### src/design/sbfd_pkg.sv
package sbfd_pkg;

  localparam int unsigned POS_W   = 5;
  localparam int unsigned BYTE_W  = 8;
  localparam int unsigned CH_BITS = 11;
  localparam int unsigned CH_IDX_W = 4;
  localparam int unsigned COUNT_W = 16;
  localparam int unsigned THR_W   = 16;
  localparam int unsigned DEC_W   = 8;
  localparam int unsigned CFG_IDX_W = 2;

  localparam int unsigned FRAME_DEPTH = 25;

  localparam logic [POS_W-1:0] FRAME_LEN      = 5'd25;
  localparam logic [POS_W-1:0] LAST_POS       = 5'd24;
  localparam logic [POS_W-1:0] HEAD_POS       = 5'd0;
  localparam logic [POS_W-1:0] FLAGS_POS      = 5'd23;
  localparam logic [POS_W-1:0] FIRST_DATA_POS = 5'd1;

  localparam logic [BYTE_W-1:0] HEADER_BYTE = 8'h0F;
  localparam logic [BYTE_W-1:0] FOOTER_BYTE = 8'h00;

  localparam logic [CH_IDX_W-1:0] CH_LAST = 4'd15;

  // sync modes
  localparam logic SYNC_GAP    = 1'b0;
  localparam logic SYNC_HEADER = 1'b1;

  // result kinds
  localparam logic KIND_FRAME   = 1'b0;
  localparam logic KIND_CHANNEL = 1'b1;

  // configuration register indexes
  localparam logic [CFG_IDX_W-1:0] CFG_SYNC_MODE    = 2'd0;
  localparam logic [CFG_IDX_W-1:0] CFG_GAP_THRESH   = 2'd1;
  localparam logic [CFG_IDX_W-1:0] CFG_DECODE_EVERY = 2'd2;

  localparam logic [THR_W-1:0] GAP_THRESH_RST   = 16'd2000;
  localparam logic [DEC_W-1:0] DECODE_EVERY_RST = 8'd20;

  typedef struct packed {
    logic                kind;
    logic [CH_IDX_W-1:0] channel_index;
    logic [CH_BITS-1:0]  channel_value;
    logic [BYTE_W-1:0]   frame_flags;
    logic                link_ok;
    logic [COUNT_W-1:0]  frame_count;
    logic                last;
  } result_t;

  typedef struct packed {
    logic                valid;
    logic                last;
    logic [CH_IDX_W-1:0] index;
    logic [CH_BITS-1:0]  value;
  } chan_t;

endpackage

### src/design/sbfd_ram.sv
module sbfd_ram #(
  parameter int unsigned WIDTH = 8,
  parameter int unsigned DEPTH = 25
) (
  input  logic                     clk,
  input  logic                     we,
  input  logic [$clog2(DEPTH)-1:0] waddr,
  input  logic [WIDTH-1:0]         wdata,
  input  logic [$clog2(DEPTH)-1:0] raddr,
  output logic [WIDTH-1:0]         rdata
);

  logic [WIDTH-1:0] mem [DEPTH];
  logic [WIDTH-1:0] rdata_r;

  always_ff @(posedge clk) begin
    if (we) begin
      mem[waddr] <= wdata;
    end
    rdata_r <= mem[raddr];
  end

  assign rdata = rdata_r;

endmodule

### src/design/sbfd_unpack.sv
module sbfd_unpack (
  input  logic                          clk,
  input  logic                          rst_n,
  input  logic                          start,
  input  logic                          room,
  input  logic [sbfd_pkg::BYTE_W-1:0]   rd_data,
  output logic [sbfd_pkg::POS_W-1:0]    rd_addr,
  output logic                          busy,
  output sbfd_pkg::chan_t               chan
);
  import sbfd_pkg::*;

  // enough for ten leftover bits plus one new byte
  localparam int unsigned ACC_W = CH_BITS + BYTE_W - 1;
  localparam int unsigned CNT_W = $clog2(ACC_W + 1);

  logic                busy_r, busy_nxt;
  logic                pend_r, pend_nxt;
  logic [POS_W-1:0]    addr_r, addr_nxt;
  logic [ACC_W-1:0]    acc_r, acc_nxt;
  logic [CNT_W-1:0]    cnt_r, cnt_nxt;
  logic [CH_IDX_W-1:0] ch_r, ch_nxt;
  logic                have_ch;
  logic                emit;

  assign have_ch = (cnt_r >= CNT_W'(CH_BITS));
  assign emit    = busy_r && !pend_r && have_ch && room;

  always_comb begin
    busy_nxt = busy_r;
    pend_nxt = pend_r;
    addr_nxt = addr_r;
    acc_nxt  = acc_r;
    cnt_nxt  = cnt_r;
    ch_nxt   = ch_r;
    if (start) begin
      busy_nxt = 1'b1;
      pend_nxt = 1'b0;
      addr_nxt = FIRST_DATA_POS;
      acc_nxt  = '0;
      cnt_nxt  = '0;
      ch_nxt   = '0;
    end else if (busy_r) begin
      if (pend_r) begin
        // bits are packed LSB first, so new bytes land above what is left
        acc_nxt  = acc_r | (ACC_W'(rd_data) << cnt_r);
        cnt_nxt  = cnt_r + CNT_W'(BYTE_W);
        pend_nxt = 1'b0;
      end else if (have_ch) begin
        if (room) begin
          acc_nxt = acc_r >> CH_BITS;
          cnt_nxt = cnt_r - CNT_W'(CH_BITS);
          ch_nxt  = ch_r + CH_IDX_W'(1);
          if (ch_r == CH_LAST) begin
            busy_nxt = 1'b0;
          end
        end
      end else begin
        addr_nxt = addr_r + POS_W'(1);
        pend_nxt = 1'b1;
      end
    end
  end

  always_ff @(posedge clk) begin
    if (!rst_n) begin
      busy_r <= 1'b0;
      pend_r <= 1'b0;
    end else begin
      busy_r <= busy_nxt;
      pend_r <= pend_nxt;
    end
    addr_r <= addr_nxt;
    acc_r  <= acc_nxt;
    cnt_r  <= cnt_nxt;
    ch_r   <= ch_nxt;
  end

  assign rd_addr     = addr_r;
  assign busy        = busy_r;
  assign chan.valid  = emit;
  assign chan.last   = (ch_r == CH_LAST);
  assign chan.index  = ch_r;
  assign chan.value  = acc_r[CH_BITS-1:0];

endmodule

### src/design/sbfd_outq.sv
module sbfd_outq (
  input  logic              clk,
  input  logic              rst_n,
  input  logic              push,
  input  sbfd_pkg::result_t push_data,
  output logic              full,
  output logic              out_valid,
  input  logic              out_stall,
  output sbfd_pkg::result_t out_data
);
  import sbfd_pkg::*;

  logic [1:0] cnt_r, cnt_nxt;
  result_t    slot0_r, slot0_nxt;
  result_t    slot1_r, slot1_nxt;
  logic       pop;

  assign pop = (cnt_r != 2'd0) && !out_stall;

  always_comb begin
    slot0_nxt = slot0_r;
    slot1_nxt = slot1_r;
    cnt_nxt   = cnt_r + 2'(push) - 2'(pop);
    if (pop) begin
      if (cnt_r == 2'd2) begin
        slot0_nxt = slot1_r;
      end else if (push) begin
        slot0_nxt = push_data;
      end
    end else if (push) begin
      if (cnt_r == 2'd0) begin
        slot0_nxt = push_data;
      end else begin
        slot1_nxt = push_data;
      end
    end
  end

  always_ff @(posedge clk) begin
    if (!rst_n) begin
      cnt_r <= 2'd0;
    end else begin
      cnt_r <= cnt_nxt;
    end
    slot0_r <= slot0_nxt;
    slot1_r <= slot1_nxt;
  end

  assign full      = (cnt_r == 2'd2);
  assign out_valid = (cnt_r != 2'd0);
  assign out_data  = slot0_r;

endmodule

### src/design/sbus_frame_decoder.sv
// SBUS frame decoder. Takes one receiver byte per transaction with its microsecond
// timestamp and builds 25-byte frames, either by inter-byte gap (sync_mode 0, header
// 0x0F required) or by header/footer bytes (sync_mode 1). Each completed frame yields
// one result, except every decode_every-th, which yields sixteen channel results
// (11 bits each) carrying the flags byte, the sticky link-ok bit and the frame count.
// A byte is taken every cycle while input is not held off; a byte that completes an unpacked
// frame holds off input while the unpacker walks bytes 1..22 of the frame memory
// through its single read port, fetching each byte and then emitting each finished channel,
// plus any time the result side stalls. Results leave through a two-entry queue, so bytes
// keep flowing while a finished result waits.
module sbus_frame_decoder #(
  parameter int unsigned TIME_WIDTH = 32
) (
  input  logic                                clk,
  input  logic                                rst_n,
  input  logic                                cfg_we,
  input  logic [sbfd_pkg::CFG_IDX_W-1:0]      cfg_index,
  input  logic [sbfd_pkg::THR_W-1:0]          cfg_wdata,
  input  logic                                in_valid,
  output logic                                in_stall,
  input  logic [7:0]                          in_rx_byte,
  input  logic [31:0]                         in_arrival_time_us,
  output logic                                out_valid,
  input  logic                                out_stall,
  output logic                                out_kind,
  output logic [3:0]                          out_channel_index,
  output logic [10:0]                         out_channel_value,
  output logic [7:0]                          out_frame_flags,
  output logic                                out_link_ok,
  output logic [15:0]                         out_frame_count,
  output logic                                out_last
);
  import sbfd_pkg::*;

  // configuration
  logic                  mode_r;
  logic [THR_W-1:0]      thr_r;
  logic [DEC_W-1:0]      every_r;

  // framing state
  logic [POS_W-1:0]      pos_r, pos_nxt;
  logic [TIME_WIDTH-1:0] prev_time_r, prev_time_nxt;
  logic [DEC_W-1:0]      dec_r, dec_nxt;
  logic [COUNT_W-1:0]    frames_r, frames_nxt;
  logic                  link_r, link_nxt;
  logic                  await_r, await_nxt;
  logic [BYTE_W-1:0]     prev_byte_r, prev_byte_nxt;
  logic                  in_frame_r, in_frame_nxt;
  // copies of frame bytes 0 and 23, kept in step with the frame memory
  logic [BYTE_W-1:0]     byte0_r, byte0_nxt;
  logic [BYTE_W-1:0]     flags_r, flags_nxt;

  logic                  in_accept;
  logic [TIME_WIDTH-1:0] now;
  logic [TIME_WIDTH-1:0] delta;
  logic [POS_W-1:0]      pos_inc;
  logic [POS_W-1:0]      gap_pos;
  logic                  hdr_start;
  logic [POS_W-1:0]      hdr_pos;
  logic                  hdr_open;
  logic [DEC_W-1:0]      dec_inc;

  logic                  wr_en;
  logic [POS_W-1:0]      wr_addr;
  logic                  complete;
  logic                  unpack_go;
  logic                  main_push;

  logic [POS_W-1:0]      rd_addr;
  logic [BYTE_W-1:0]     rd_data;
  logic                  up_busy;
  chan_t                 up_chan;

  logic                  q_push;
  logic                  q_full;
  result_t               q_data;
  result_t               q_out;

  assign in_accept = in_valid && !in_stall;
  assign in_stall  = up_busy || q_full;

  assign now       = TIME_WIDTH'(in_arrival_time_us);
  assign delta     = now - prev_time_r;
  assign pos_inc   = pos_r + POS_W'(1);
  assign gap_pos   = (delta > TIME_WIDTH'(thr_r)) ? HEAD_POS : pos_inc;
  assign hdr_start = (in_rx_byte == HEADER_BYTE) && (await_r || prev_byte_r == FOOTER_BYTE);
  assign hdr_pos   = hdr_start ? HEAD_POS : pos_r;
  assign hdr_open  = hdr_start || in_frame_r;
  assign dec_inc   = dec_r + DEC_W'(1);

  always_comb begin
    pos_nxt       = pos_r;
    prev_time_nxt = prev_time_r;
    await_nxt     = await_r;
    prev_byte_nxt = prev_byte_r;
    in_frame_nxt  = in_frame_r;
    wr_en         = 1'b0;
    wr_addr       = pos_r;
    complete      = 1'b0;
    if (in_accept) begin
      if (mode_r == SYNC_GAP) begin
        prev_time_nxt = now;
        if (gap_pos < FRAME_LEN) begin
          wr_en    = 1'b1;
          wr_addr  = gap_pos;
          pos_nxt  = gap_pos;
          complete = (gap_pos == LAST_POS) && (byte0_r == HEADER_BYTE);
        end else begin
          pos_nxt = HEAD_POS;
        end
      end else begin
        prev_byte_nxt = in_rx_byte;
        if (hdr_start) begin
          await_nxt = 1'b0;
        end
        in_frame_nxt = hdr_open;
        pos_nxt      = hdr_pos + POS_W'(1);
        if (hdr_open) begin
          if (hdr_pos < FRAME_LEN) begin
            wr_en   = 1'b1;
            wr_addr = hdr_pos;
            if (hdr_pos == LAST_POS && in_rx_byte == FOOTER_BYTE) begin
              complete     = 1'b1;
              in_frame_nxt = 1'b0;
              pos_nxt      = FIRST_DATA_POS;
            end
          end else begin
            // overran without a footer: drop the frame
            in_frame_nxt = 1'b0;
            pos_nxt      = FIRST_DATA_POS;
          end
        end
      end
    end
  end

  assign unpack_go = complete && !(dec_inc < every_r);
  assign main_push = complete && !unpack_go;

  always_comb begin
    frames_nxt = frames_r;
    dec_nxt    = dec_r;
    link_nxt   = link_r;
    byte0_nxt  = byte0_r;
    flags_nxt  = flags_r;
    if (complete) begin
      frames_nxt = frames_r + COUNT_W'(1);
      dec_nxt    = unpack_go ? '0 : dec_inc;
      if (unpack_go && flags_r == '0) begin
        link_nxt = 1'b1;
      end
    end
    if (wr_en && wr_addr == HEAD_POS) begin
      byte0_nxt = in_rx_byte;
    end
    if (wr_en && wr_addr == FLAGS_POS) begin
      flags_nxt = in_rx_byte;
    end
  end

  always_ff @(posedge clk) begin
    if (!rst_n) begin
      mode_r      <= SYNC_GAP;
      thr_r       <= GAP_THRESH_RST;
      every_r     <= DECODE_EVERY_RST;
      pos_r       <= '0;
      prev_time_r <= '0;
      dec_r       <= '0;
      frames_r    <= '0;
      link_r      <= 1'b0;
      await_r     <= 1'b1;
      prev_byte_r <= 8'hFF;
      in_frame_r  <= 1'b0;
      byte0_r     <= '0;
      flags_r     <= '0;
    end else begin
      if (cfg_we) begin
        case (cfg_index)
          CFG_SYNC_MODE:    mode_r  <= cfg_wdata[0];
          CFG_GAP_THRESH:   thr_r   <= cfg_wdata;
          CFG_DECODE_EVERY: every_r <= cfg_wdata[DEC_W-1:0];
          default: ;
        endcase
      end
      pos_r       <= pos_nxt;
      prev_time_r <= prev_time_nxt;
      dec_r       <= dec_nxt;
      frames_r    <= frames_nxt;
      link_r      <= link_nxt;
      await_r     <= await_nxt;
      prev_byte_r <= prev_byte_nxt;
      in_frame_r  <= in_frame_nxt;
      byte0_r     <= byte0_nxt;
      flags_r     <= flags_nxt;
    end
  end

  sbfd_ram #(
    .WIDTH (BYTE_W),
    .DEPTH (FRAME_DEPTH)
  ) u_frame_ram (
    .clk   (clk),
    .we    (wr_en),
    .waddr (wr_addr),
    .wdata (in_rx_byte),
    .raddr (rd_addr),
    .rdata (rd_data)
  );

  sbfd_unpack u_unpack (
    .clk     (clk),
    .rst_n   (rst_n),
    .start   (unpack_go),
    .room    (!q_full),
    .rd_data (rd_data),
    .rd_addr (rd_addr),
    .busy    (up_busy),
    .chan    (up_chan)
  );

  // input is held off while unpacking, so the two sources never push together
  always_comb begin
    if (main_push) begin
      q_data.kind          = KIND_FRAME;
      q_data.channel_index = '0;
      q_data.channel_value = '0;
      q_data.frame_flags   = '0;
      q_data.link_ok       = link_r;
      q_data.frame_count   = frames_nxt;
      q_data.last          = 1'b1;
    end else begin
      q_data.kind          = KIND_CHANNEL;
      q_data.channel_index = up_chan.index;
      q_data.channel_value = up_chan.value;
      q_data.frame_flags   = flags_r;
      q_data.link_ok       = link_r;
      q_data.frame_count   = frames_r;
      q_data.last          = up_chan.last;
    end
  end

  assign q_push = main_push || up_chan.valid;

  sbfd_outq u_outq (
    .clk       (clk),
    .rst_n     (rst_n),
    .push      (q_push),
    .push_data (q_data),
    .full      (q_full),
    .out_valid (out_valid),
    .out_stall (out_stall),
    .out_data  (q_out)
  );

  assign out_kind          = q_out.kind;
  assign out_channel_index = q_out.channel_index;
  assign out_channel_value = q_out.channel_value;
  assign out_frame_flags   = q_out.frame_flags;
  assign out_link_ok       = q_out.link_ok;
  assign out_frame_count   = q_out.frame_count;
  assign out_last          = q_out.last;

  assert property (@(posedge clk) disable iff (!rst_n) q_push |-> !q_full)
    else $error("result queue overflow");

  assert property (@(posedge clk) disable iff (!rst_n) !(main_push && up_chan.valid))
    else $error("frame result and channel result pushed together");

  assert property (@(posedge clk) disable iff (!rst_n)
    (out_valid && out_kind == KIND_CHANNEL) |-> (out_last == (out_channel_index == CH_LAST)))
    else $error("last flag out of step with channel index");

  assert property (@(posedge clk) disable iff (!rst_n)
    unpack_go |=> (up_busy && in_stall))
    else $error("input not held off at start of unpack");

endmodule
### config.mk
export PLATFORM = sky130hd
export DESIGN_NAME = sbus_frame_decoder
export DESIGN_NICKNAME = d
export VERILOG_FILES = /design/src/design/sbfd_pkg.sv /design/src/design/sbfd_ram.sv /design/src/design/sbfd_unpack.sv /design/src/design/sbfd_outq.sv /design/src/design/sbus_frame_decoder.sv
export SDC_FILE = /design/constraint.sdc
export NUM_CORES = 1
export LEC_CHECK = 0
export BUFFER_PORTS_ARGS = -buffer_cell sky130_fd_sc_hd__buf_2
export CAP_MARGIN = 30
export CORE_AREA = 2 2 220 222
export DETAILED_ROUTE_END_ITERATION = 10
export DIE_AREA = 0 0 222 224
export GPL_ROUTABILITY_DRIVEN = 0
export SYNTH_ARGS = -nofsm -noshare
export SYNTH_HDL_FRONTEND = slang
export SYNTH_SLANG_ARGS = --single-unit
export TNS_END_PERCENT = 50
### constraint.sdc
create_clock -name clk -period 17.75 [get_ports clk]
set_clock_uncertainty 0.05 [all_clocks]
set_input_delay 1.775 -clock clk [delete_from_list [all_inputs] [get_ports clk]]
set_output_delay 1.775 -clock clk [all_outputs]
set_load 0.01 [all_outputs]
* Word level (Yosys, flattened, before mapping)
Memory sizes are Yosys's and may differ from the RTL's. A register that Yosys moved wholly into a read port is not among the register bits.
Index checks and enable logic that the tools add are counted.
** Operators by class
- Bitwise gates (word level) :: 8
- Shifts and indexed selects :: 1
- Order comparisons :: 5
- $add $sub $neg :: 11
- Reduce and logical (&&, ||, !) cells :: 47
- Equality and inequality tests :: 10
- Multiplexer cells :: 50
** Operators by type and width (number)
- 42-bit two-way mux :: 6
- 5-bit two-way mux :: 15
- 18-bit two-way mux :: 3
- 32-bit by 16-bit greater-than comparator with 1-bit output :: 1
- 32-bit subtractor :: 1
- 8-bit zero test :: 3
- 1-bit two-way mux :: 24
- 18-bit bitwise OR :: 1
- 8-bit by 5-bit << shifter with 18-bit output :: 1
- 16-bit by 1-bit adder with 16-bit output, second input constant :: 1
- 8-bit by 4-bit == test with 1-bit output, second input constant :: 2
- 16-bit two-way mux :: 1
- 5-bit by 1-bit adder with 5-bit output, second input constant :: 3
- 5-bit == test, second input constant :: 3
- 3-bit AND reduction :: 5
- 1-bit logical AND :: 13
- 2-bit AND reduction :: 6
- 5-bit less-than comparator, second input constant :: 2
- 2-bit nonzero test :: 5
- 8-bit by 1-bit adder with 8-bit output, second input constant :: 1
- 8-bit less-than comparator :: 1
- 8-bit two-way mux :: 1
- 1-bit NOT :: 7
- 1-bit zero test :: 6
- other kinds (15) :: 20
** Storage, ports and cells
- Memories kept :: 1
- Word-level logic and storage cells :: 167
- RAM bits :: 200
- Input port bits :: 63
- Register bits after elaboration :: 233
- Output and inout bits :: 44
** Memories
- u_frame_ram.mem :: words 25, bits a word 8, read ports 1, clocked after memory_dff 1, wr ports 1, RTL line sbfd_ram.sv:13 : logic [WIDTH-1:0] mem [DEPTH];

* Longest topological paths before layout
Gate-level depths: netlist of the first run.
- Word-level depth :: 18
- Gate-level depth with buffers :: 28
- Depth with buffers taken out :: 26

* By module
From an unflattened synthesis of the first run, not the netlist that was laid out.
** Unflattened totals
- Cell total of the unflattened synthesis :: 1923
- Area total of the unflattened synthesis :: 21375.5 um^2
** Modules (own cells, without submodules)
- sbfd_ram :: instances 1, cells each 459, area an instance 8099.0 um^2, seq. area each 6165.9 um^2
- sbus_frame_decoder :: instances 1, cells each 1078, area an instance 8035.2 um^2, seq. area each 2262.2 um^2
- sbfd_outq :: instances 1, cells each 147, area an instance 3191.8 um^2, seq. area each 2562.5 um^2
- sbfd_unpack :: instances 1, cells each 239, area an instance 2049.5 um^2, seq. area each 680.7 um^2

* Worst setup path after synthesis of the first run
No wires, ideal clock.
- Path type :: input -> register
- From :: input in_arrival_time_us[8]
- To :: register u_outq.slot0_r (netlist bit u_outq.out_data[0]), enable pin
- Buffers on the path :: 3
- Slack :: 7979 ps
- Setup time :: 500 ps
- Arrival time :: 9221 ps
- Data required time :: 17200 ps
- Stages :: 25
- Cell sequence :: ha_1 > buf_2 > a21oi_1 > o22ai_1 > or2_2 > nor2_1 > o21ai_0 > a21boi_0 > xnor2_1 > ha_1 > nand4_1 > nor2_1 > a221o_1 > o31a_1 > or2_0 > a2111oi_0 > nand4bb_1 > a2111o_1 > o32a_4 > nand2b_4 > buf_6 > buf_6 > nand2_1 > o21ai_0 > o21ai_0
** Between the ends
- Longest elaborated chain between the ends :: 14
- Elaborated cells between the ends (all ways) :: 16
- Those cells by class :: add/sub: 1; order compare: 2; eq/ne: 1; mux: 4; reduce/logical: 8
** RTL lines
- start, declared :: RTL line sbus_frame_decoder.sv:22 : input logic [31:0] in_arrival_time_us,
- 32-bit subtractor * :: RTL line sbus_frame_decoder.sv:83 : assign delta = now - prev_time_r;
- 32-bit by 16-bit greater-than comparator with 1-bit output * :: RTL line sbus_frame_decoder.sv:85 : assign gap_pos = (delta > TIME_WIDTH'(thr_r)) ? HEAD_POS : pos_inc;
- 5-bit two-way mux * :: RTL line sbus_frame_decoder.sv:85
- parallel branches: the longest is 2 deep, another holds 5-bit less-than comparator
- 1-bit two-way mux * :: RTL line sbus_frame_decoder.sv:103 : if (gap_pos < FRAME_LEN) begin
- 1-bit two-way mux * :: RTL line sbus_frame_decoder.sv:101 : if (mode_r == SYNC_GAP) begin
- 1-bit two-way mux * :: RTL line sbus_frame_decoder.sv:100 : if (in_accept) begin
- 1-bit logical AND :: RTL line sbus_frame_decoder.sv:137 : assign unpack_go = complete && !(dec_inc < every_r);
- 1-bit zero test :: RTL line sbus_frame_decoder.sv:138 : assign main_push = complete && !unpack_go;
- 1-bit logical AND * :: RTL line sbus_frame_decoder.sv:138
- 1-bit logical OR * :: RTL line sbus_frame_decoder.sv:242 : assign q_push = main_push || up_chan.valid;
- 2-bit nonzero test (no line)
- 3-bit AND reduction (no line) *
- end signal, assigned :: RTL line sbfd_outq.sv:45 : slot0_r <= slot0_nxt;
- end, declared :: RTL line sbfd_outq.sv:14 : result_t slot0_r, slot0_nxt;
Every way passes the cells marked *.
A chain may end at the register's enable or synchronous reset.

* Final worst setup path of the first run
- From :: input in_arrival_time_us[8]
- To :: register u_outq.slot1_r[3] in the netlist's numbering, enable pin
** Between the ends
- Longest elaborated chain between the ends :: 13
- Elaborated cells between the ends (all ways) :: 14
- Those cells by class :: add/sub: 1; order compare: 2; eq/ne: 1; mux: 4; reduce/logical: 6
** RTL lines
- 32-bit subtractor * :: RTL line sbus_frame_decoder.sv:83
- 32-bit by 16-bit greater-than comparator with 1-bit output * :: RTL line sbus_frame_decoder.sv:85
- 5-bit two-way mux * :: RTL line sbus_frame_decoder.sv:85
- parallel branches: the longest is 2 deep, another holds 5-bit less-than comparator
- 1-bit two-way mux * :: RTL line sbus_frame_decoder.sv:103
- 1-bit two-way mux * :: RTL line sbus_frame_decoder.sv:101
- 1-bit two-way mux * :: RTL line sbus_frame_decoder.sv:100
- 1-bit logical AND :: RTL line sbus_frame_decoder.sv:137
- 1-bit zero test :: RTL line sbus_frame_decoder.sv:138
- 1-bit logical AND * :: RTL line sbus_frame_decoder.sv:138
- 1-bit logical OR * :: RTL line sbus_frame_decoder.sv:242
- 3-bit AND reduction (no line) *
- end signal, assigned :: RTL line sbfd_outq.sv:46 : slot1_r <= slot1_nxt;
- end, declared :: RTL line sbfd_outq.sv:15 : result_t slot1_r, slot1_nxt;
Marked as above.

==> results of run 1 <==
[through the flow]
step	instance area, um^2	instances	total power, W
final	23800	2560	0.00242
after global routing	23800	2560	0.00252
after CTS	23800	2559	0.00244
after detailed placement	22200	2469	0.00144
after global placement	22200	2468	0.00144
after floorplan	21100	1823	0.00136
[flip-flops by register name (all words and copies together) (netlist names), 2 cells and up]
name               count
u_frame_ram.mem      200
u_outq.out_data       42
u_outq.slot1_r        42
prev_time_r           32
u_unpack.acc_r        18
frames_r              16
thr_r                 16
byte0_r                8
dec_r                  8
every_r                8
flags_r                8
prev_byte_r            8
u_frame_ram.rdata      8
pos_r                  5
u_unpack.cnt_r         5
u_unpack.rd_addr       5
u_unpack.ch_r          4
u_outq.cnt_r           2
[path summary, 6_finish.rpt]
kind | endpoint | slack [ps] | cells after the start
min reg2reg | u_unpack.acc_r[3] | 400 | 2
max reg2reg | u_outq.slot1_r[3] | 10800 | 22
min | u_unpack.acc_r[3] | 400 | 2
max | u_outq.slot1_r[3] | 9900 | 22
[worst max-delay path: cells and delay by family]
family / cells / cell delay [ps]
AO/OA/AOI/OAI: 7 / 2210
adder cells (fa/ha/maj): 2 / 720
buffers and inverters: 1 / 110
AND/OR/NAND/NOR: 11 / 2970
XOR/XNOR: 1 / 160
[synthesized netlist by cell type (5+ instances only)]
library cell | count | area share
a211oi_1 | 6 | 0.0021
a21boi_0 | 56 | 0.020
a21o_1 | 13 | 0.0046
a21oi_1 | 70 | 0.017
a22o_1 | 5 | 0.0021
a31oi_1 | 11 | 0.0033
and2_1 | 47 | 0.014
and3_1 | 11 | 0.0033
buf_1 | 7 | 0.0012
buf_2 | 10 | 0.0024
clkbuf_1 | 67 | 0.012
dfxtp_1 | 157 | 0.15
edfxtp_1 | 284 | 0.40
ha_1 | 65 | 0.038
inv_1 | 76 | 0.013
mux2_2 | 53 | 0.028
mux2i_1 | 46 | 0.022
mux4_2 | 56 | 0.060
nand2_1 | 260 | 0.046
nand2b_1 | 16 | 0.0047
nand3_1 | 48 | 0.011
nand4_1 | 17 | 0.0050
nor2_1 | 111 | 0.020
nor2b_1 | 30 | 0.0089
nor3_1 | 29 | 0.0069
nor4_1 | 10 | 0.0030
o211ai_1 | 10 | 0.0036
o21a_1 | 6 | 0.0021
o21ai_0 | 55 | 0.013
o21ai_1 | 8 | 0.0019
o21bai_1 | 5 | 0.0018
o22ai_1 | 10 | 0.0030
or2_2 | 6 | 0.0018
or3_1 | 6 | 0.0018
xnor2_1 | 46 | 0.019
xor2_1 | 26 | 0.011
[routing by layer]
layer  track usage  vias to the layer above  share of wire
li1              -                     6774              -
met1         0.266                     6760           0.47
met2         0.304                      359           0.46
met3        0.0331                       65          0.049
met4        0.0460                        2          0.018
met5             0                        -        0.00034
[area by class of cell]
type | count | area [um^2]
fill | 4226 | 23500
tap | 615 | 769
multi-input combinational | 1217 | 8830
clock inverter | 28 | 267
inverter | 77 | 289
sequential | 441 | 11700
clock buffer | 62 | 1320
timing repair buffer | 120 | 658
[logic make-up after synthesis]
kind of cell | count (synthesis) | share of synthesized area
muxes | 156 | 0.110
adders and majority gates | 66 | 0.0394
xor gates and xnor gates | 72 | 0.0298
DFF | 441 | 0.552
AOI/OAI and AO/OA | 296 | 0.0938
and+or+nand+nor | 627 | 0.144
buffers and inverters | 165 | 0.0308
[power by group]
group	total, W	leakage, nW	switching [W]	internal, W
Combinational	0.000282	4.24	0.000173	0.000108
Sequential	0.00114	3.93	0.0000173	0.00112
Clock	0.000995	0.770	0.000410	0.000585
Total	0.00242	8.94	0.000601	0.00182
==> results.ini, run 1 <==
[placement]
port_buffers=106
place_ws_ps=9390
place_hpwl_um=31800

[worst_setup_path]
cpMostUsedCell=nand4_1
r2r_start=prev_time_r[1]
crit_fanout=42
crit_arrival_ps=8000
slowest_stage=and3_2
worstPathCellList=buf_2 > ha_1 > and3_1 > nand4_1 > a21oi_2 > nor2_1 > o21ai_0 > a21boi_0 > xnor2_1 > ha_1 > nand4_1 > nor4_1 > nand4_1 > o31a_1 > or2_0 > a2111oi_0 > nand4bb_1 > a2111o_1 > o32a_4 > nand2b_4 > nand2_1 > and3_2
max_stage_delay_ps=840
end_kind=register
worst_ep_required_time_ps=17900
worstSetupPathType=in -> reg
crit_path_start_kind=input pin
crit_start=in_arrival_time_us[8]

[global_routing]
grt_util_all_layers=0.189
grt_pass1_vias=13700
grt_pass1_wl_um=74800
grt_overflow_total=0
antenna_found_initial=1
grt_start_max_net_pins=98

[timing]
worstMarginPinSlew_ps=1050
period_needed_ps=7850
fin_tns_setup_ps=0
whs_ps=400
period_share=0.442
finalMaxSlewViolations=0
max_slew_margin=0.295
timing.final.ws_setup_ps=9900
hold_viol_final=0
max_freq_mhz=127
rsz0062_at_grt=false
setup-violations-final=0

[worst_hold_path]
hold_start=u_unpack.acc_r[3]
hold_path.class=reg -> reg

[floorplanning]
start_util=0.446
io_pins=107
rows=80
die-area_um2=49700
core_area_um2=47300
die_w_um=222
die_y_um=224

[clock_tree]
clk-insertion-delay-late_ps=600
cts_setup_buffers=0
clk_pin_slew_ps=60
cts_buffers=48
cts_htree_levels=2
hold_buffers=0
post_cts_resized=0
clock_path_buffers=3
numClockSinks=441
cts-root-buf=clkbuf_16
cts_tree=yes

[yosys]
synth_edf_count=284
syn_inst=1823
synth_cell_types=87
synth_warnings=0
async_flop_share=0
synthFlopType=edfxtp_1
synthesis.nets=1952
ys_seq_elements=441
netlist_area_um2=21100
synth.yosys.seq_area_share=0.552
syn_avg_cell_area_um2=11.6

[drt]
detail_route.first_pass.iterations=6
routed_via_density=5.45
wirelength_um=47200
drc=0
route.antenna.remaining_nets=0
drt_iter0_drc=998
num_vias=14000
wl_per_cell_um=18.4

[finish]
area_growth_pct=12.6
final_util=0.503
layout.nets=2034
diodes=0
mostFrequentLayoutCell=edfxtp_1
drive_gt1_frac=0.176
final_cell_mix=edfxtp_1 (284), nand2_1 (260), dfxtp_1 (154)

[pwr]
ir_drop_v=0.0000722
p_leak_nw=8.94
powerDensity_nw_per_um2=102

[outcome]
status=complete, no violations

[job]
max_cap_viol_count=0

Power figures use the tool's default switching activity.
==> run 2, diff against run 1 <==
- clock period: 17.75 -> 7.65 ns (I/O delays scaled with it)
==> results.ini, run 2 (same netlist as run 1, synthesis figures left out) <==
[clock_tree]
clk_pin_slew_ps=60
hold_buffers=0
cts_htree_levels=2
post_cts_resized=0
cts_buffers=48
cts_tree=yes
cts-root-buf=clkbuf_16
clock_path_buffers=3
numClockSinks=441
clk-insertion-delay-late_ps=580
cts_setup_buffers=0

[global_routing]
grt_pass1_wl_um=74900
antenna_found_initial=0
grt_overflow_total=0
grt_start_max_net_pins=96
grt_util_all_layers=0.189
grt_pass1_vias=13700

[placement]
place_hpwl_um=32100
placed_cells=2473
port_buffers=106

[finish]
mostFrequentLayoutCell=edfxtp_1
diodes=0
fillers=4151
final_cell_mix=edfxtp_1 (284), nand2_1 (260), dfxtp_1 (154)
area_growth_pct=13.4
largest_reg_flops=200
fin_cells=2563
layout.nets=2037
drive_gt1_frac=0.179
top_register=u_frame_ram.mem

[timing]
rsz0062_at_grt=false
worstMarginPinSlew_ps=1000
hold_viol_final=0
period_needed_ps=6550
finalMaxSlewViolations=0
whs_ps=362
fin_tns_setup_ps=0
setup-violations-final=0
period_share=0.857
max_slew_margin=0.326
max_freq_mhz=153

[worst_setup_path]
cp_top_family=compound AO/OA/AOI/OAI gates
end_kind=register
worst-path-buf-inv=2
worstSetupPathType=reg -> reg
crit_arrival_ps=6770
slowest_stage=o32a_4
worst_ep_required_time_ps=7860
crit_path_start_kind=register
max_stage_delay_ps=510
crit_fanout=35
worstPathCellList=inv_1 > ha_1 > nor2b_1 > o2111ai_1 > a21oi_2 > nor2_1 > o21ai_0 > a21boi_0 > xnor2_1 > ha_1 > nand4_1 > nor2_1 > a221o_1 > o31a_1 > or2_0 > a2111oi_0 > nand4bb_1 > a2111o_1 > o32a_4 > nand2b_4 > nand2_1 > and3_2 > buf_12

[floorplanning]
core_area_um2=47300
start_util=0.446
die_y_um=224
die-area_um2=49700
io_pins=107
rows=80
die_w_um=222

[drt]
routed_via_density=5.40
route.antenna.remaining_nets=0
drt_iter0_drc=990
wl_per_cell_um=18.3
wirelength_um=46800
detail_route.first_pass.iterations=5
drc=0
num_vias=13800

[pwr]
powerDensity_nw_per_um2=240
p_leak_nw=8.88
ir_drop_v=0.000149

[outcome]
status=complete, no violations

[job]
max_cap_viol_count=0

[worst_hold_path]
hold_path.class=in -> reg

run 2: changes by cell type in the layout (fill, tap and decap cells not counted), sizes merged:
cell      change
clkinv        -9
inv           -1
bufinv        +3
clkinvlp      +1
clkbuf        +6
buf           +3
run 2: cell type report:
type                       instances  area (um^2)  area share
clock buffer                      68         1380      0.0575
inverter                          77          289      0.0121
clock inverter                    22          303      0.0126
multi-input combinational       1217         8830       0.368
timing repair buffer             123          718      0.0300
sequential                       441        11700       0.487
tap                              615          769      0.0321
run 2: worst reg2reg max path, delay by kind of cell (launching register included):
family                     cells  cell delay, ps
DFF                            1             390
and+or+nand+nor                9            1850
xor gates and xnor gates       1             150
adders and majority gates      2             560
AOI/OAI and AO/OA              9            2930
buffers and inverters          2             310
run 2: power by group:
group / internal (W) / switching [W]
Combinational: 0.000266 / 0.000407
Sequential: 0.00261 / 0.0000407
Clock: 0.00149 / 0.000934
run 2: final timing paths:
kind,start,cells after the start,endpoint,slack [ps]
worst max register to register,prev_time_r[1],23,u_outq.slot1_r[10],1100
worst min register to register,u_unpack.acc_r[2],2,u_unpack.acc_r[2],400
worst min-delay path,cfg_wdata[10],3,thr_r[10],360
worst max-delay path,prev_time_r[1],23,u_outq.slot1_r[10],1100
run 2: metrics by stage:
step	setup WS (ps)	area, um^2	power, W	utilization
after floorplan	19.7	21100	0.00317	-
after global placement	840	22200	0.00337	0.470
after detailed placement	662	22300	0.00338	0.471
after CTS	1080	24000	0.00582	0.506
after global routing	606	24000	0.00600	0.506
final	1100	24000	0.00575	0.506
run 2: per-layer routing:
layer / GRT usage / part of all wire / vias to the layer above
met5: 0 / 0 / -
met4: 0.0486 / 0.017 / 0
met3: 0.0286 / 0.038 / 56
met2: 0.312 / 0.47 / 281
met1: 0.263 / 0.48 / 6736
li1: - / - / 6770
==> run 3, diff against run 2 <==
- MAX_ROUTING_LAYER: unset -> met4
==> results.ini, run 3 (same netlist as run 1, synthesis figures left out) <==
[outcome]
status=complete, no violations

[drt]
wirelength_um=46800
route.antenna.remaining_nets=0
drc=0
num_vias=13900
drt_iter0_drc=976
wl_per_cell_um=18.2
routed_via_density=5.41
detail_route.first_pass.iterations=5

[floorplanning]
start_util=0.446
core_area_um2=47300
die-area_um2=49700
die_y_um=224
rows=80
die_w_um=222
io_pins=107

[pwr]
switchingPower_w=0.00138
internal_power_w=0.00437
clkPwrFrac=0.421
ir_drop_v=0.000149
switching_share=0.240
p_comb_frac=0.117
p_seq_frac=0.462
p_leak_nw=8.88
powerDensity_nw_per_um2=240

[timing]
max_slew_margin=0.311
worstMarginPinSlew_ps=1030
period_share=0.860
setup-violations-final=0
rsz0062_at_grt=false
fin_tns_setup_ps=0
finalMaxSlewViolations=0
hold_viol_final=0
max_freq_mhz=152
period_needed_ps=6580

[worst_hold_path]
hold_path.class=in -> reg

[clock_tree]
post_cts_resized=0
clk_pin_slew_ps=60
cts_htree_levels=2
cts_buffers=48
hold_buffers=0
cts_setup_buffers=0
clk-insertion-delay-late_ps=580
cts_tree=yes
clock_path_buffers=3
cts-root-buf=clkbuf_16
numClockSinks=441

[finish]
mostFrequentLayoutCell=edfxtp_1
top_register=u_frame_ram.mem
fin_area_um2=24000
multi_input_area_um2=8830
layout.nets=2037
largest_reg_flops=200
drive_gt1_frac=0.179
final_cell_mix=edfxtp_1 (284), nand2_1 (260), dfxtp_1 (154)
regArea_um2=11700
fillers=4151
area_growth_pct=13.4
diodes=0

[placement]
placed_cell_area_um2=22300
place_hpwl_um=32100
port_buffers=106

[global_routing]
antenna_found_initial=0
grt_util_all_layers=0.195
grt_start_max_net_pins=96
grt_pass1_vias=13700
grt_overflow_total=0
grt_pass1_wl_um=74900

[worst_setup_path]
crit_fanout=35
max_stage_delay_ps=510
cp_top_family=compound AO/OA/AOI/OAI gates
worst_ep_required_time_ps=7860
end_kind=register
worstSetupPathType=reg -> reg
rrSetupSlack_ps=1070
slowest_stage=o32a_4
crit_arrival_ps=6790
worst-path-buf-inv=2
crit_path_start_kind=register
worstPathCellList=inv_1 > ha_1 > nor2b_1 > o2111ai_1 > a21oi_2 > nor2_1 > o21ai_0 > a21boi_0 > xnor2_1 > ha_1 > nand4_1 > nor2_1 > a221o_1 > o31a_1 > or2_0 > a2111oi_0 > nand4bb_1 > a2111o_1 > o32a_4 > nand2b_4 > nand2_1 > and3_2 > buf_12

[job]
max_cap_viol_count=0

==> run 3: cell counts in the layout (fill, tap and decap cells not counted) <==
No cell type changed its count.
==> run 3: cell type report <==
| type | count | share of cell area |
|---|---|---|
| repair buffers | 123 | 0.0300 |
| multi-input cells | 1217 | 0.368 |
| inverters | 77 | 0.0121 |
| clock buffers | 68 | 0.0575 |
| well taps | 615 | 0.0321 |
| flip-flops and latches | 441 | 0.487 |
| clock inverters | 22 | 0.0126 |
==> run 3: path summary, 6_finish.rpt <==
kind	depth (start not counted)	end	from
setup / recovery	23	u_outq.slot1_r[10]	prev_time_r[1]
setup reg to reg	23	u_outq.slot1_r[10]	prev_time_r[1]
hold reg to reg	2	u_unpack.acc_r[2]	u_unpack.acc_r[2]
hold / removal	3	thr_r[10]	cfg_wdata[10]
==> run 3: through the flow <==
step / util / setup WS [ps] / hold WS (ps) / instances / power, W
floorplan: - / 19.7 / 367 / 1823 / 0.00317
global placement: 0.470 / 840 / 383 / 2471 / 0.00337
detailed placement: 0.471 / 662 / 387 / 2473 / 0.00338
CTS: 0.506 / 1080 / 341 / 2563 / 0.00582
global route: 0.506 / 604 / 360 / 2563 / 0.00600
finish: 0.506 / 1070 / 360 / 2563 / 0.00575
==> run 3: power groups by stage <==
| stage | combinational, W | sequential [W] | clock [W] |
|---|---|---|---|
| 2_1_floorplan | 0.000462 | 0.00270 | 0 |
| 3_3_place_gp | 0.000662 | 0.00270 | 0 |
| 3_5_place_dp | 0.000672 | 0.00271 | 0 |
| 4_1_cts | 0.000675 | 0.00266 | 0.00249 |
| 5_1_grt | 0.000752 | 0.00266 | 0.00259 |
| 6_report | 0.000672 | 0.00266 | 0.00242 |
==> run 3: worst min-delay path, cell delays in order <==
cell      delay [ps]
buf_2             80
nand2_1           40
o211ai_1          80
==> run 3: routing by layer <==
layer	wire, um	GRT usage	vias up
li1	-	-	6775
met1	22200	0.263	6741
met2	21900	0.312	295
met3	1850	0.0282	56
met4	813	0.0486	0
met5	0	-	-
